**src/atc_pkg.sv**
```systemverilog
// Shared constants, command/status types and widths for the accelerometer
// tilt calibration and correction block. No dependencies.
package atc_pkg;

    localparam int ACCEL_BITS  = 16;
    localparam int FRAC_BITS   = 15;
    localparam int CNT_W       = 11;
    localparam int MAX_SAMPLES = 1024;
    localparam int CALIB_RESET = 100;

    localparam int SUM_W   = ACCEL_BITS + 11;          // 1024 samples of 16 bits
    localparam int MAG_W   = SUM_W - 1;
    localparam int SQ_W    = 2 * MAG_W - 1;
    localparam int RAD_W   = SQ_W + 1;
    localparam int ROOT_W  = RAD_W / 2;
    localparam int QUO_W   = FRAC_BITS + 1;
    localparam int DIV_W   = MAG_W + FRAC_BITS + 1;
    localparam int TRIG_W  = FRAC_BITS + 2;
    localparam int OUT_W   = ACCEL_BITS + 1;
    localparam int MUL_W   = SUM_W;
    localparam int PROD_W  = 2 * MUL_W;
    localparam int ACC_W   = 2 * TRIG_W + 3;
    localparam int IN_DATA_W  = 3 * ACCEL_BITS;
    localparam int OUT_DATA_W = ((3 * OUT_W + 7) / 8) * 8;
    localparam int OUT_PAD    = OUT_DATA_W - 3 * OUT_W;

    // Multiplier operand pair; the same code names where the product goes.
    typedef enum logic [3:0] {
        MS_NONE, MS_XX, MS_YY, MS_ZZ,
        MS_SXSY, MS_SXKY, MS_KXSY, MS_KXKY,
        MS_KX_X, MS_R12_Y, MS_R13_Z, MS_KY_Y,
        MS_SY_Z, MS_SX_X, MS_R32_Y, MS_R33_Z
    } mul_sel_t;

    typedef enum logic [1:0] {
        OK_CAL, OK_DONE, OK_PASS, OK_CORR
    } out_kind_t;

    typedef struct packed {
        logic      accept;
        mul_sel_t  mul_sel;
        logic      root_start;
        logic [1:0] root_sel;
        logic      div_start;
        logic [1:0] div_sel;
        logic      tilt_default;
        logic      latch_cx;
        logic      latch_cy;
        logic      out_load;
        out_kind_t out_kind;
    } cmd_t;

    typedef struct packed {
        logic func;
        logic last;
        logic calibrated;
        logic root_done;
        logic div_done;
        logic norm_zero;
    } status_t;

endpackage

```
**src/atc_isqrt.sv**
```systemverilog
// Floor square root, two radicand bits per cycle.
// Depends on atc_pkg for widths.
module atc_isqrt (
    input  logic                       aclk,
    input  logic                       aresetn,
    input  logic                       start,
    input  logic [atc_pkg::RAD_W-1:0]  radicand,
    output logic [atc_pkg::ROOT_W-1:0] root,
    output logic                       done
);
    localparam int RW  = atc_pkg::ROOT_W;
    localparam int CW  = $clog2(RW);

    logic [atc_pkg::RAD_W-1:0] rad_reg;
    logic [RW+1:0]             rem_reg;
    logic [RW-1:0]             root_reg;
    logic [CW-1:0]             cnt_reg;
    logic                      busy_reg;
    logic                      done_reg;
    logic [RW+3:0]             rem_sh;
    logic [RW+3:0]             trial;
    logic                      fits;

    always_comb begin
        rem_sh = {rem_reg, rad_reg[atc_pkg::RAD_W-1 -: 2]};
        trial  = {2'b00, root_reg, 2'b01};
        fits   = (rem_sh >= trial);
    end

    always_ff @(posedge aclk) begin
        if (!aresetn) begin
            busy_reg <= 1'b0;
            done_reg <= 1'b0;
        end else begin
            done_reg <= 1'b0;
            if (start) begin
                rad_reg  <= radicand;
                rem_reg  <= '0;
                root_reg <= '0;
                cnt_reg  <= CW'(RW - 1);
                busy_reg <= 1'b1;
            end else if (busy_reg) begin
                rad_reg  <= {rad_reg[atc_pkg::RAD_W-3:0], 2'b00};
                rem_reg  <= fits ? (RW+2)'(rem_sh - trial) : rem_sh[RW+1:0];
                root_reg <= {root_reg[RW-2:0], fits};
                cnt_reg  <= cnt_reg - 1'b1;
                if (cnt_reg == '0) begin
                    busy_reg <= 1'b0;
                    done_reg <= 1'b1;
                end
            end
        end
    end

    assign root = root_reg;
    assign done = done_reg;
endmodule

```
**src/atc_div.sv**
```systemverilog
// Rounded Q1.15 ratio num/den by restoring division, one quotient bit a cycle.
// Depends on atc_pkg; requires num <= den and den != 0.
module atc_div (
    input  logic                       aclk,
    input  logic                       aresetn,
    input  logic                       start,
    input  logic [atc_pkg::MAG_W-1:0]  num,
    input  logic [atc_pkg::ROOT_W-1:0] den,
    output logic [atc_pkg::QUO_W-1:0]  quo,
    output logic                       done
);
    localparam int QW = atc_pkg::QUO_W;
    localparam int DW = atc_pkg::DIV_W;
    localparam int RW = atc_pkg::ROOT_W;
    localparam int CW = $clog2(QW);

    logic [DW-1:0] dividend;
    logic [RW-1:0] den_reg;
    logic [RW-1:0] rem_reg;
    logic [QW-1:0] low_reg;
    logic [QW-1:0] quo_reg;
    logic [CW-1:0] cnt_reg;
    logic          busy_reg;
    logic          done_reg;
    logic [RW:0]   rem_sh;
    logic          fits;

    always_comb begin
        // Adding half the divisor turns the floor into round-half-up.
        dividend = {num, {atc_pkg::FRAC_BITS{1'b0}}} + DW'(den >> 1);
        rem_sh   = {rem_reg, low_reg[QW-1]};
        fits     = (rem_sh >= {1'b0, den_reg});
    end

    always_ff @(posedge aclk) begin
        if (!aresetn) begin
            busy_reg <= 1'b0;
            done_reg <= 1'b0;
        end else begin
            done_reg <= 1'b0;
            if (start) begin
                den_reg  <= den;
                rem_reg  <= dividend[DW-1:QW];
                low_reg  <= dividend[QW-1:0];
                quo_reg  <= '0;
                cnt_reg  <= CW'(QW - 1);
                busy_reg <= 1'b1;
            end else if (busy_reg) begin
                rem_reg  <= fits ? RW'(rem_sh - {1'b0, den_reg}) : rem_sh[RW-1:0];
                low_reg  <= {low_reg[QW-2:0], 1'b0};
                quo_reg  <= {quo_reg[QW-2:0], fits};
                cnt_reg  <= cnt_reg - 1'b1;
                if (cnt_reg == '0) begin
                    busy_reg <= 1'b0;
                    done_reg <= 1'b1;
                end
            end
        end
    end

    assign quo  = quo_reg;
    assign done = done_reg;
endmodule

```
**src/atc_dpath.sv**
```systemverilog
// Datapath: sums, count, tilt terms, shared multiplier, root and divide units,
// and the result register. Depends on atc_pkg, atc_isqrt and atc_div.
module atc_dpath (
    input  logic                              aclk,
    input  logic                              aresetn,
    input  logic                              cfg_valid,
    input  logic [atc_pkg::CNT_W-1:0]         cfg_data,
    output logic                              cfg_ready,
    input  logic [atc_pkg::IN_DATA_W-1:0]     s_tdata,
    input  logic                              s_tuser,
    output logic [atc_pkg::OUT_DATA_W-1:0]    m_tdata,
    output logic [1:0]                        m_tuser,
    input  atc_pkg::cmd_t                     cmd,
    output atc_pkg::status_t                  status
);
    localparam int AB = atc_pkg::ACCEL_BITS;
    localparam int FB = atc_pkg::FRAC_BITS;
    localparam int SW = atc_pkg::SUM_W;
    localparam int MW = atc_pkg::MAG_W;
    localparam int TW = atc_pkg::TRIG_W;
    localparam int OW = atc_pkg::OUT_W;
    localparam int AW = atc_pkg::ACC_W;
    localparam int PW = atc_pkg::PROD_W;
    localparam int CW = atc_pkg::CNT_W;
    localparam logic signed [TW-1:0] ONE_Q   = TW'(1 << FB);
    localparam logic signed [PW-1:0] HALF_P  = PW'(1 << (FB - 1));
    localparam logic signed [AW-1:0] HALF_A  = AW'(1 << (FB - 1));
    localparam logic signed [AW-1:0] SAT_HI  = AW'((1 << AB) - 1);
    localparam logic signed [AW-1:0] SAT_LO  = -AW'(1 << AB);

    function automatic logic [MW-1:0] mag_f(input logic signed [SW-1:0] v);
        logic [SW-1:0] t;
        t = v[SW-1] ? -v : v;
        return t[MW-1:0];
    endfunction

    logic [CW-1:0]                 calib_samples_reg;
    logic [CW-1:0]                 count_reg;
    logic signed [SW-1:0]          sum_x_reg, sum_y_reg, sum_z_reg;
    logic signed [AB-1:0]          x_reg, y_reg, z_reg;
    logic [atc_pkg::SQ_W-1:0]      sq_x_reg, sq_y_reg, sq_z_reg;
    logic [atc_pkg::ROOT_W-1:0]    norm_reg, cyn_reg, cxn_reg;
    logic signed [TW-1:0]          sin_x_reg, cos_x_reg, sin_y_reg, cos_y_reg;
    logic signed [TW-1:0]          r12_reg, r13_reg, r32_reg, r33_reg;
    logic signed [PW-1:0]          prod_reg;
    atc_pkg::mul_sel_t             pend_reg;
    logic signed [AW-1:0]          acc_reg;
    logic signed [OW-1:0]          cx_reg, cy_reg;
    logic signed [OW-1:0]          ox_reg, oy_reg, oz_reg;
    logic                          is_cal_reg, done_out_reg, calibrated_reg;
    logic [1:0]                    root_sel_reg, div_sel_reg;

    logic signed [AB-1:0]          in_x, in_y, in_z;
    logic [MW-1:0]                 ax, ay, az;
    logic signed [atc_pkg::MUL_W-1:0] mul_a, mul_b;
    logic signed [PW-1:0]          prod_rnd_full;
    logic signed [TW-1:0]          prod_rnd;
    logic signed [AW-1:0]          prod_acc;
    logic signed [AW-1:0]          acc_rnd;
    logic signed [OW-1:0]          acc_sat;
    logic [CW-1:0]                 target;
    logic [atc_pkg::RAD_W-1:0]     radicand;
    logic [atc_pkg::ROOT_W-1:0]    root;
    logic                          root_done;
    logic [MW-1:0]                 div_num;
    logic [atc_pkg::QUO_W-1:0]     quo;
    logic                          div_done;
    logic signed [TW-1:0]          quo_s;

    assign in_x = s_tdata[AB-1:0];
    assign in_y = s_tdata[2*AB-1:AB];
    assign in_z = s_tdata[3*AB-1:2*AB];
    assign ax   = mag_f(sum_x_reg);
    assign ay   = mag_f(sum_y_reg);
    assign az   = mag_f(sum_z_reg);
    assign cfg_ready = 1'b1;

    always_comb begin
        // A count of zero acts as one and anything above the maximum is clipped.
        if (calib_samples_reg == '0) begin
            target = CW'(1);
        end else if (calib_samples_reg > CW'(atc_pkg::MAX_SAMPLES)) begin
            target = CW'(atc_pkg::MAX_SAMPLES);
        end else begin
            target = calib_samples_reg;
        end
    end

    always_comb begin
        mul_a = '0;
        mul_b = '0;
        case (cmd.mul_sel)
            atc_pkg::MS_XX:    begin mul_a = {1'b0, ax}; mul_b = {1'b0, ax}; end
            atc_pkg::MS_YY:    begin mul_a = {1'b0, ay}; mul_b = {1'b0, ay}; end
            atc_pkg::MS_ZZ:    begin mul_a = {1'b0, az}; mul_b = {1'b0, az}; end
            atc_pkg::MS_SXSY:  begin mul_a = SW'(sin_x_reg); mul_b = SW'(sin_y_reg); end
            atc_pkg::MS_SXKY:  begin mul_a = SW'(sin_x_reg); mul_b = SW'(cos_y_reg); end
            atc_pkg::MS_KXSY:  begin mul_a = SW'(cos_x_reg); mul_b = SW'(sin_y_reg); end
            atc_pkg::MS_KXKY:  begin mul_a = SW'(cos_x_reg); mul_b = SW'(cos_y_reg); end
            atc_pkg::MS_KX_X:  begin mul_a = SW'(cos_x_reg); mul_b = SW'(x_reg); end
            atc_pkg::MS_R12_Y: begin mul_a = SW'(r12_reg);   mul_b = SW'(y_reg); end
            atc_pkg::MS_R13_Z: begin mul_a = SW'(r13_reg);   mul_b = SW'(z_reg); end
            atc_pkg::MS_KY_Y:  begin mul_a = SW'(cos_y_reg); mul_b = SW'(y_reg); end
            atc_pkg::MS_SY_Z:  begin mul_a = SW'(sin_y_reg); mul_b = SW'(z_reg); end
            atc_pkg::MS_SX_X:  begin mul_a = SW'(sin_x_reg); mul_b = SW'(x_reg); end
            atc_pkg::MS_R32_Y: begin mul_a = SW'(r32_reg);   mul_b = SW'(y_reg); end
            atc_pkg::MS_R33_Z: begin mul_a = SW'(r33_reg);   mul_b = SW'(z_reg); end
            default:           begin mul_a = '0; mul_b = '0; end
        endcase
    end

    always_comb begin
        prod_rnd_full = (prod_reg + HALF_P) >>> FB;
        prod_rnd      = TW'(prod_rnd_full);
        prod_acc      = AW'(prod_reg);
        acc_rnd       = (acc_reg + HALF_A) >>> FB;
        if (acc_rnd > SAT_HI) begin
            acc_sat = OW'(SAT_HI);
        end else if (acc_rnd < SAT_LO) begin
            acc_sat = OW'(SAT_LO);
        end else begin
            acc_sat = OW'(acc_rnd);
        end
    end

    always_comb begin
        case (cmd.root_sel)
            2'd0:    radicand = sq_x_reg + sq_y_reg + sq_z_reg;
            2'd1:    radicand = atc_pkg::RAD_W'(sq_y_reg) + sq_z_reg;
            default: radicand = atc_pkg::RAD_W'(sq_x_reg) + sq_z_reg;
        endcase
        case (cmd.div_sel)
            2'd0:    div_num = ax;
            2'd1:    div_num = ay;
            2'd2:    div_num = cyn_reg;
            default: div_num = cxn_reg;
        endcase
        quo_s = TW'(quo);
    end

    atc_isqrt u_isqrt (
        .aclk     (aclk),
        .aresetn  (aresetn),
        .start    (cmd.root_start),
        .radicand (radicand),
        .root     (root),
        .done     (root_done)
    );

    atc_div u_div (
        .aclk    (aclk),
        .aresetn (aresetn),
        .start   (cmd.div_start),
        .num     (div_num),
        .den     (norm_reg),
        .quo     (quo),
        .done    (div_done)
    );

    always_ff @(posedge aclk) begin
        if (!aresetn) begin
            calib_samples_reg <= CW'(atc_pkg::CALIB_RESET);
            count_reg         <= '0;
            sum_x_reg         <= '0;
            sum_y_reg         <= '0;
            sum_z_reg         <= '0;
            calibrated_reg    <= 1'b0;
            pend_reg          <= atc_pkg::MS_NONE;
            sin_x_reg         <= '0;
            sin_y_reg         <= '0;
            cos_x_reg         <= ONE_Q;
            cos_y_reg         <= ONE_Q;
        end else begin
            if (cfg_valid) begin
                calib_samples_reg <= cfg_data;
            end
            if (cmd.accept) begin
                x_reg <= in_x;
                y_reg <= in_y;
                z_reg <= in_z;
                if (!s_tuser) begin
                    sum_x_reg <= sum_x_reg + SW'(in_x);
                    sum_y_reg <= sum_y_reg + SW'(in_y);
                    sum_z_reg <= sum_z_reg + SW'(in_z);
                    count_reg <= count_reg + 1'b1;
                end
            end

            prod_reg <= mul_a * mul_b;
            pend_reg <= cmd.mul_sel;
            case (pend_reg)
                atc_pkg::MS_XX:    sq_x_reg <= prod_reg[atc_pkg::SQ_W-1:0];
                atc_pkg::MS_YY:    sq_y_reg <= prod_reg[atc_pkg::SQ_W-1:0];
                atc_pkg::MS_ZZ:    sq_z_reg <= prod_reg[atc_pkg::SQ_W-1:0];
                atc_pkg::MS_SXSY:  r12_reg  <= prod_rnd;
                atc_pkg::MS_SXKY:  r13_reg  <= prod_rnd;
                atc_pkg::MS_KXSY:  r32_reg  <= prod_rnd;
                atc_pkg::MS_KXKY:  r33_reg  <= prod_rnd;
                atc_pkg::MS_KX_X,
                atc_pkg::MS_KY_Y:  acc_reg  <= prod_acc;
                atc_pkg::MS_SX_X:  acc_reg  <= -prod_acc;
                atc_pkg::MS_SY_Z:  acc_reg  <= acc_reg - prod_acc;
                atc_pkg::MS_R12_Y,
                atc_pkg::MS_R13_Z,
                atc_pkg::MS_R32_Y,
                atc_pkg::MS_R33_Z: acc_reg  <= acc_reg + prod_acc;
                default: ;
            endcase

            if (cmd.latch_cx) cx_reg <= acc_sat;
            if (cmd.latch_cy) cy_reg <= acc_sat;

            if (cmd.root_start) root_sel_reg <= cmd.root_sel;
            if (root_done) begin
                case (root_sel_reg)
                    2'd0:    norm_reg <= root;
                    2'd1:    cyn_reg  <= root;
                    default: cxn_reg  <= root;
                endcase
            end

            if (cmd.div_start) div_sel_reg <= cmd.div_sel;
            if (div_done) begin
                case (div_sel_reg)
                    2'd0:    sin_x_reg <= sum_x_reg[SW-1] ? -quo_s : quo_s;
                    2'd1:    sin_y_reg <= sum_y_reg[SW-1] ? -quo_s : quo_s;
                    2'd2:    cos_x_reg <= quo_s;
                    default: cos_y_reg <= quo_s;
                endcase
            end

            if (cmd.tilt_default) begin
                sin_x_reg <= '0;
                sin_y_reg <= '0;
                cos_x_reg <= ONE_Q;
                cos_y_reg <= ONE_Q;
            end

            if (cmd.out_load) begin
                case (cmd.out_kind)
                    atc_pkg::OK_DONE: begin
                        ox_reg         <= '0;
                        oy_reg         <= '0;
                        oz_reg         <= '0;
                        is_cal_reg     <= 1'b1;
                        done_out_reg   <= 1'b1;
                        calibrated_reg <= 1'b1;
                        sum_x_reg      <= '0;
                        sum_y_reg      <= '0;
                        sum_z_reg      <= '0;
                        count_reg      <= '0;
                    end
                    atc_pkg::OK_PASS: begin
                        ox_reg       <= OW'(in_x);
                        oy_reg       <= OW'(in_y);
                        oz_reg       <= OW'(in_z);
                        is_cal_reg   <= calibrated_reg;
                        done_out_reg <= 1'b0;
                    end
                    atc_pkg::OK_CORR: begin
                        ox_reg       <= cx_reg;
                        oy_reg       <= cy_reg;
                        oz_reg       <= acc_sat;
                        is_cal_reg   <= calibrated_reg;
                        done_out_reg <= 1'b0;
                    end
                    default: begin
                        ox_reg       <= '0;
                        oy_reg       <= '0;
                        oz_reg       <= '0;
                        is_cal_reg   <= calibrated_reg;
                        done_out_reg <= 1'b0;
                    end
                endcase
            end
        end
    end

    assign m_tdata = {{atc_pkg::OUT_PAD{1'b0}}, oz_reg, oy_reg, ox_reg};
    assign m_tuser = {done_out_reg, is_cal_reg};

    always_comb begin
        status.func       = s_tuser;
        status.last       = ({1'b0, count_reg} + 1'b1) >= {1'b0, target};
        status.calibrated = calibrated_reg;
        status.root_done  = root_done;
        status.div_done   = div_done;
        status.norm_zero  = (norm_reg == '0);
    end
endmodule

```
**src/atc_ctrl.sv**
```systemverilog
// Controller: sequences the calibration finish and the correction passes and
// owns the stream handshakes. Depends on atc_pkg.
module atc_ctrl (
    input  logic             aclk,
    input  logic             aresetn,
    input  logic             s_tvalid,
    output logic             s_tready,
    output logic             m_tvalid,
    input  logic             m_tready,
    input  atc_pkg::status_t status,
    output atc_pkg::cmd_t    cmd
);
    typedef enum logic [3:0] {
        S_IDLE, S_SQ, S_ROOT, S_ROOT_WAIT, S_CHECK,
        S_DIV, S_DIV_WAIT, S_PROD, S_FIN, S_COR
    } state_t;

    state_t     state_reg;
    logic [3:0] step_reg;
    logic [1:0] idx_reg;
    logic       m_tvalid_reg;

    assign s_tready = (state_reg == S_IDLE) && (!m_tvalid_reg || m_tready);
    assign m_tvalid = m_tvalid_reg;

    always_comb begin
        cmd          = '0;
        cmd.mul_sel  = atc_pkg::MS_NONE;
        cmd.out_kind = atc_pkg::OK_CAL;
        cmd.root_sel = idx_reg;
        cmd.div_sel  = idx_reg;
        unique case (state_reg)
            S_IDLE: begin
                if (s_tvalid && s_tready) begin
                    cmd.accept = 1'b1;
                    if (!status.func && !status.last) begin
                        cmd.out_load = 1'b1;
                        cmd.out_kind = atc_pkg::OK_CAL;
                    end else if (status.func && !status.calibrated) begin
                        cmd.out_load = 1'b1;
                        cmd.out_kind = atc_pkg::OK_PASS;
                    end
                end
            end
            S_SQ: begin
                case (step_reg)
                    4'd0:    cmd.mul_sel = atc_pkg::MS_XX;
                    4'd1:    cmd.mul_sel = atc_pkg::MS_YY;
                    4'd2:    cmd.mul_sel = atc_pkg::MS_ZZ;
                    default: cmd.mul_sel = atc_pkg::MS_NONE;
                endcase
            end
            S_ROOT:  cmd.root_start = 1'b1;
            S_DIV:   cmd.div_start  = 1'b1;
            S_CHECK: cmd.tilt_default = status.norm_zero;
            S_PROD: begin
                case (step_reg)
                    4'd0:    cmd.mul_sel = atc_pkg::MS_SXSY;
                    4'd1:    cmd.mul_sel = atc_pkg::MS_SXKY;
                    4'd2:    cmd.mul_sel = atc_pkg::MS_KXSY;
                    4'd3:    cmd.mul_sel = atc_pkg::MS_KXKY;
                    default: cmd.mul_sel = atc_pkg::MS_NONE;
                endcase
            end
            S_FIN: begin
                cmd.out_load = 1'b1;
                cmd.out_kind = atc_pkg::OK_DONE;
            end
            S_COR: begin
                // Each product is registered in prod_reg before it lands in the accumulator.
                case (step_reg)
                    4'd0: cmd.mul_sel = atc_pkg::MS_KX_X;
                    4'd1: cmd.mul_sel = atc_pkg::MS_R12_Y;
                    4'd2: cmd.mul_sel = atc_pkg::MS_R13_Z;
                    4'd3: cmd.mul_sel = atc_pkg::MS_KY_Y;
                    4'd4: begin
                        cmd.mul_sel  = atc_pkg::MS_SY_Z;
                        cmd.latch_cx = 1'b1;
                    end
                    4'd5: cmd.mul_sel = atc_pkg::MS_SX_X;
                    4'd6: begin
                        cmd.mul_sel  = atc_pkg::MS_R32_Y;
                        cmd.latch_cy = 1'b1;
                    end
                    4'd7: cmd.mul_sel = atc_pkg::MS_R33_Z;
                    4'd9: begin
                        cmd.out_load = 1'b1;
                        cmd.out_kind = atc_pkg::OK_CORR;
                    end
                    default: cmd.mul_sel = atc_pkg::MS_NONE;
                endcase
            end
            default: ;
        endcase
    end

    always_ff @(posedge aclk) begin
        if (!aresetn) begin
            state_reg    <= S_IDLE;
            step_reg     <= '0;
            idx_reg      <= '0;
            m_tvalid_reg <= 1'b0;
        end else begin
            if (cmd.out_load) begin
                m_tvalid_reg <= 1'b1;
            end else if (m_tready) begin
                m_tvalid_reg <= 1'b0;
            end
            step_reg <= step_reg + 1'b1;
            unique case (state_reg)
                S_IDLE: begin
                    step_reg <= '0;
                    idx_reg  <= '0;
                    if (cmd.accept) begin
                        if (!status.func && status.last) begin
                            state_reg <= S_SQ;
                        end else if (status.func && status.calibrated) begin
                            state_reg <= S_COR;
                        end
                    end
                end
                S_SQ: begin
                    if (step_reg == 4'd3) state_reg <= S_ROOT;
                end
                S_ROOT: state_reg <= S_ROOT_WAIT;
                S_ROOT_WAIT: begin
                    if (status.root_done) begin
                        idx_reg   <= idx_reg + 1'b1;
                        state_reg <= (idx_reg == 2'd2) ? S_CHECK : S_ROOT;
                    end
                end
                S_CHECK: begin
                    idx_reg   <= '0;
                    step_reg  <= '0;
                    state_reg <= status.norm_zero ? S_PROD : S_DIV;
                end
                S_DIV: state_reg <= S_DIV_WAIT;
                S_DIV_WAIT: begin
                    step_reg <= '0;
                    if (status.div_done) begin
                        idx_reg   <= idx_reg + 1'b1;
                        state_reg <= (idx_reg == 2'd3) ? S_PROD : S_DIV;
                    end
                end
                S_PROD: begin
                    if (step_reg == 4'd5) state_reg <= S_FIN;
                end
                S_FIN: state_reg <= S_IDLE;
                S_COR: begin
                    if (step_reg == 4'd9) state_reg <= S_IDLE;
                end
                default: state_reg <= S_IDLE;
            endcase
        end
    end

    a_no_overwrite: assert property (@(posedge aclk) disable iff (!aresetn)
        cmd.out_load |-> (!m_tvalid_reg || m_tready))
        else $error("result register loaded while a result is still pending");

    a_root_expected: assert property (@(posedge aclk) disable iff (!aresetn)
        status.root_done |-> (state_reg == S_ROOT_WAIT))
        else $error("square root finished outside its wait state");

    a_div_expected: assert property (@(posedge aclk) disable iff (!aresetn)
        status.div_done |-> (state_reg == S_DIV_WAIT))
        else $error("divider finished outside its wait state");

    a_done_sets_flag: assert property (@(posedge aclk) disable iff (!aresetn)
        (cmd.out_load && cmd.out_kind == atc_pkg::OK_DONE) |=> status.calibrated)
        else $error("calibration finished without setting the calibrated flag");
endmodule

```
**src/accel_tilt_calibrate_correct.sv**
```systemverilog
// Accelerometer tilt calibration and correction, top level.
// Depends on atc_pkg, atc_ctrl and atc_dpath.
//
// Requests on the s_ channel carry one three-axis sample; tuser selects a
// calibration sample (0) or a sample to correct (1). Every request gives one
// result on the m_ channel. Calibration samples that do not complete the
// programmed count, and correction samples before the first calibration,
// are answered straight from the idle state. A corrected sample's eight
// products go through one shared 27x27 multiplier. The sample completing
// a calibration run uses three bit-serial square roots (26 steps each) and,
// unless the norm is zero, four bit-serial divisions (16 steps each). A new
// request is taken once the block is idle and the result register is free or
// being emptied. Write calib_samples only while the block is idle.
module accel_tilt_calibrate_correct (
    input  logic                               aclk,
    input  logic                               aresetn,
    input  logic                               cfg_valid,
    output logic                               cfg_ready,
    input  logic [atc_pkg::CNT_W-1:0]          cfg_data,   // calib_samples
    input  logic                               s_tvalid,
    output logic                               s_tready,
    input  logic [atc_pkg::IN_DATA_W-1:0]      s_tdata,    // accel_x, accel_y, accel_z
    input  logic                               s_tuser,    // func
    output logic                               m_tvalid,
    input  logic                               m_tready,
    output logic [atc_pkg::OUT_DATA_W-1:0]     m_tdata,    // corr_x, corr_y, corr_z, pad
    output logic [1:0]                         m_tuser     // is_calibrated, calib_done
);
    atc_pkg::cmd_t    cmd;
    atc_pkg::status_t status;

    atc_ctrl u_ctrl (
        .aclk     (aclk),
        .aresetn  (aresetn),
        .s_tvalid (s_tvalid),
        .s_tready (s_tready),
        .m_tvalid (m_tvalid),
        .m_tready (m_tready),
        .status   (status),
        .cmd      (cmd)
    );

    atc_dpath u_dpath (
        .aclk      (aclk),
        .aresetn   (aresetn),
        .cfg_valid (cfg_valid),
        .cfg_data  (cfg_data),
        .cfg_ready (cfg_ready),
        .s_tdata   (s_tdata),
        .s_tuser   (s_tuser),
        .m_tdata   (m_tdata),
        .m_tuser   (m_tuser),
        .cmd       (cmd),
        .status    (status)
    );
endmodule
```
**config.mk**
```make
export PLATFORM = sky130hd
export DESIGN_NAME = accel_tilt_calibrate_correct
export DESIGN_NICKNAME = d
export VERILOG_FILES = /design/src/atc_pkg.sv /design/src/atc_isqrt.sv /design/src/atc_div.sv /design/src/atc_dpath.sv /design/src/atc_ctrl.sv /design/src/accel_tilt_calibrate_correct.sv
export SDC_FILE = /design/constraint.sdc
export NUM_CORES = 2
export LEC_CHECK = 0
export ABC_CLOCK_PERIOD_IN_PS = 30000
export BUFFER_PORTS_ARGS = -buffer_cell sky130_fd_sc_hd__buf_2
export CAP_MARGIN = 10
export CORE_MARGIN = 1
export CORE_UTILIZATION = 37
export DETAILED_ROUTE_END_ITERATION = 6
export GPL_TIMING_DRIVEN = 0
export PLACE_DENSITY_LB_ADDON = 0.05
export SETUP_SLACK_MARGIN = 0.05
export SYNTH_ARGS = -nofsm -noshare
export SYNTH_HDL_FRONTEND = slang
export SYNTH_HIERARCHICAL = 1
export SYNTH_SLANG_ARGS = --single-unit
```
**constraint.sdc**
```tcl
create_clock -name aclk -period 30 [get_ports aclk]
set_input_delay 6 -clock aclk [delete_from_list [all_inputs] [get_ports aclk]]
set_output_delay 6 -clock aclk [all_outputs]
set_load 0.03 [all_outputs]
```
==> summary.md <==
| Metric | Value |
|---|---|
| Status | `finished with violations` |
| Failing checks | `design-rule violations` |
| Fillers | `21.36k` |
| Yosys warning count | `6` |
| Post-Route WL | `294100 µm` |
| Crit. End Element | `register` |
| Setup Fix Bufs, Post-CTS | `0` |
| Clk_lat worst skew | `around 790 ps` |
| Pwr per Cell Area | `roughly 50 nW/µm²` |
| Period Utilization, post-route | `0.4796` |
| DR iter-0 viols | `roughly 5.6k` |
| CP most frequent cell | `fa_1` |
| Drt drc | `3` |
| Count of different cell masters after synthesis | `between 100 and 150` |
| Slew headroom | `0.06854` |
| Synth Area in Simple Gates | `0.1389` |
| Largest net degree at the start of global routing | `64` |
| Clk slew on worst S/H paths | `approximately 70 ps` |
| # H-tree levels | `3` |
| Synth Area in XOR/XNOR | `0.05315` |
| Final GP Congestion | `~0.97` |
| Slowest CP cell | `nand4_1` |
| Seq cells post-synth | `between 900 and 1k` |
| Req. time, crit path | `30510 ps` |
| CP peak stage delay | `1220 ps` |
| WL/cell | `approximately 26 µm` |
| CTS buffer count | `roughly 110` |
| Critical path buffer and inverter count | `10` |
| Leakage | `37.33 nW` |
| CP Class | `reg -> reg` |
| Via/cell ratio | `between 5 and 6` |
| Die W | `about 470 µm` |
| Placed wire-length estimate | `~240000 µm` |
| CTS tree | `yes` |
| Area of the core | `between 200000 and 250000 µm²` |
| Initial antenna violation count | `22` |
| I/O pin count | `126` |
| Drt pass-1 iters | `7` |
| Register area share after synthesis | `0.3171` |
| Post-Syn Area | `80580 µm²` |
| Gr ovfl total | `0` |
| Final slew viol count | `0` |
| # resized after CTS | `0` |
| Cell family with most CP delay | `adder cells` |
| P&R area growth vs syn | `10.73%` |
| Via count | `roughly 63k` |
| Compound-Gate Fraction of Synth Area | `0.1223` |
| GRT Resource Usage Total | `0.2684` |
| # Max-Cap Violations | `0` |
| Most frequent cells in the layout | `nand2_1, inv_1, fa_1` |
| Fin crit period | `between 10000 and 15000 ps` |
| Syn avg cell area | `around 9.8 µm²` |
| CTS Hold Bufs | `0` |
| FFs w/ async S/R, synth | `0` |
| Number of synthesized flops with an enable pin | `roughly 730` |
| Synth Flop Type | `edfxtp_1` |
| Cells after synthesis | `approximately 8.2k` |
| Vias in the first global route | `roughly 62k` |
| Final setup vio count | `0` |
| Total placed instance area | `around 86000 µm²` |
| Root Driver | `clkbuf_16` |
| Post-synthesis mux area share | `0.03587` |
| Die ar. | `approximately 220000 µm²` |
| Hold Violations, Final | `0` |
| Synth Area in Adders | `0.2681` |
| Global-route wire length before repair | `roughly 430000 µm` |
| Layout cells sized above 1 | `0.07647` |
| Worst path arrival time | `14900 ps` |
| Commonest non-fill, non-tap cell in the layout | `nand2_1` |
| Setup_tns | `0 ps` |
| Rows | `170` |
| # nets final | `between 9k and 10k` |
| CTS Sinks | `914` |
| Worst-path fanout max | `10` |
| Max VDD drop | `a little over 0.05 mV` |
| Combinational family with the most area after synthesis | `adder cells` |
| Initial Util | `0.3740` |
| RSZ-0062 raised after global routing | `no` |
| Hold WC Path Type | `reg -> reg` |
| Clk_skew | `roughly 46 ps` |
| Final Cell Area | `89230 µm²` |
| CTS max path bufs | `3` |
| Die span in y | `~470 µm` |
| Port-buffer cells | `roughly 120` |
| Peak Freq | `~70 MHz` |
| Largest register FFs | `between 50 and 60` |
| Slew @ Worst Pin | `1393 ps` |
| Critical path startpoint category | `register` |
| Antenna violation net count after detailed routing | `0` |
[routing by layer]
| layer | track usage | wire [µm] |
|---|---|---|
| met3 | 0.04962 | 21350 |
| met5 | 0 | 216 |
| met4 | 0.06990 | 7928 |
| met2 | 0.4038 | 126700 |
| met1 | 0.3936 | 137900 |
[synth_stat cells, drive strengths merged (35+ instances only)]
master | n | area share
a211oi | 70 | 0.0066
a21o | 143 | 0.013
a21oi | 506 | 0.032
a22oi | 50 | 0.0047
a31oi | 38 | 0.0031
and2 | 62 | 0.0048
and3 | 60 | 0.0047
buf | 56 | 0.0044
clkbuf | 298 | 0.014
dfxtp | 189 | 0.047
edfxtp | 725 | 0.27
fa | 791 | 0.20
ha | 461 | 0.072
inv | 979 | 0.046
mux2 | 138 | 0.019
mux2i | 102 | 0.013
nand2 | 1149 | 0.054
nand2b | 88 | 0.0068
nand3 | 125 | 0.0078
nand4 | 46 | 0.0036
nor2 | 517 | 0.024
nor2b | 97 | 0.0075
nor3 | 114 | 0.0074
o21a | 49 | 0.0046
o21ai | 294 | 0.018
o21bai | 38 | 0.0035
o31ai | 41 | 0.0041
or2 | 35 | 0.0027
or3 | 64 | 0.0053
xnor2 | 272 | 0.030
xor2 | 217 | 0.024
[worst reg2reg max path, delay by kind of cell (launching register included)]
family / cells / cell delay [ps]
DFF: 1 / 390
buffers and inverters: 10 / 2570
and+or+nand+nor: 9 / 3950
AOI/OAI and AO/OA: 8 / 2680
xor gates and xnor gates: 1 / 380
adders and majority gates: 8 / 4130
[metrics by stage]
step                setup slack, ps  power, mW  hold slack [ps]  instances  utilization
floorplan                     17370      2.591            422.5       8235            -
global placement              10330      3.207            443.8      11190       0.3933
detailed placement            15610      3.219            448.4      11250       0.3969
CTS                           15520      4.596            446.5      11450       0.4138
global route                  14970      4.800            479.2      11460       0.4141
finish                        15610      4.597            455.2      11460       0.4141
[kinds of logic after synthesis]
| kind of cell | after synthesis |
|---|---|
| AND/OR/NAND/NOR | 2463 |
| AO/OA/AOI/OAI | 1517 |
| buffers and inverters | 1340 |
| adder cells (fa/ha/maj) | 1252 |
| flip-flops | 914 |
| XOR/XNOR | 489 |
| multiplexers | 254 |
| other | 2 |
[area by class of cell]
class / instances / area [µm²] / share of cell area
multi-input cells: 5981 / 49990 / 0.5602
flip-flops and latches: 914 / 25550 / 0.2864
inverters: 986 / 3701 / 0.04148
well taps: 2838 / 3551 / 0.03979
clock buffers: 128 / 2850 / 0.03194
plain buffers: 354 / 1494 / 0.01674
repair buffers: 177 / 1286 / 0.01441
clock inverters: 78 / 790.8 / 0.008862
diodes: 6 / 15.01 / 0.0001683
[report_power, final]
part | switching (mW) | leakage, nW | internal [mW]
registers | 0.0902 | 8.19 | 1.48
clock network | 0.594 | 1.77 | 0.766
logic | 1.13 | 27.4 | 0.540
[path summary, 6_finish.rpt]
kind | startpoint | end | slack (ps) | depth (start not counted)
worst max-delay path | u_ctrl/state_reg[2] | u_dpath/prod_reg[49] | 15610 | 36
worst max register to register | u_ctrl/state_reg[2] | u_dpath/prod_reg[49] | 15610 | 36
worst min-delay path | u_dpath/cos_x_reg[0] | u_dpath/cos_x_reg[0] | 460 | 2
worst min register to register | u_dpath/cos_x_reg[0] | u_dpath/cos_x_reg[0] | 460 | 2
(Power assumes the default switching activity.)
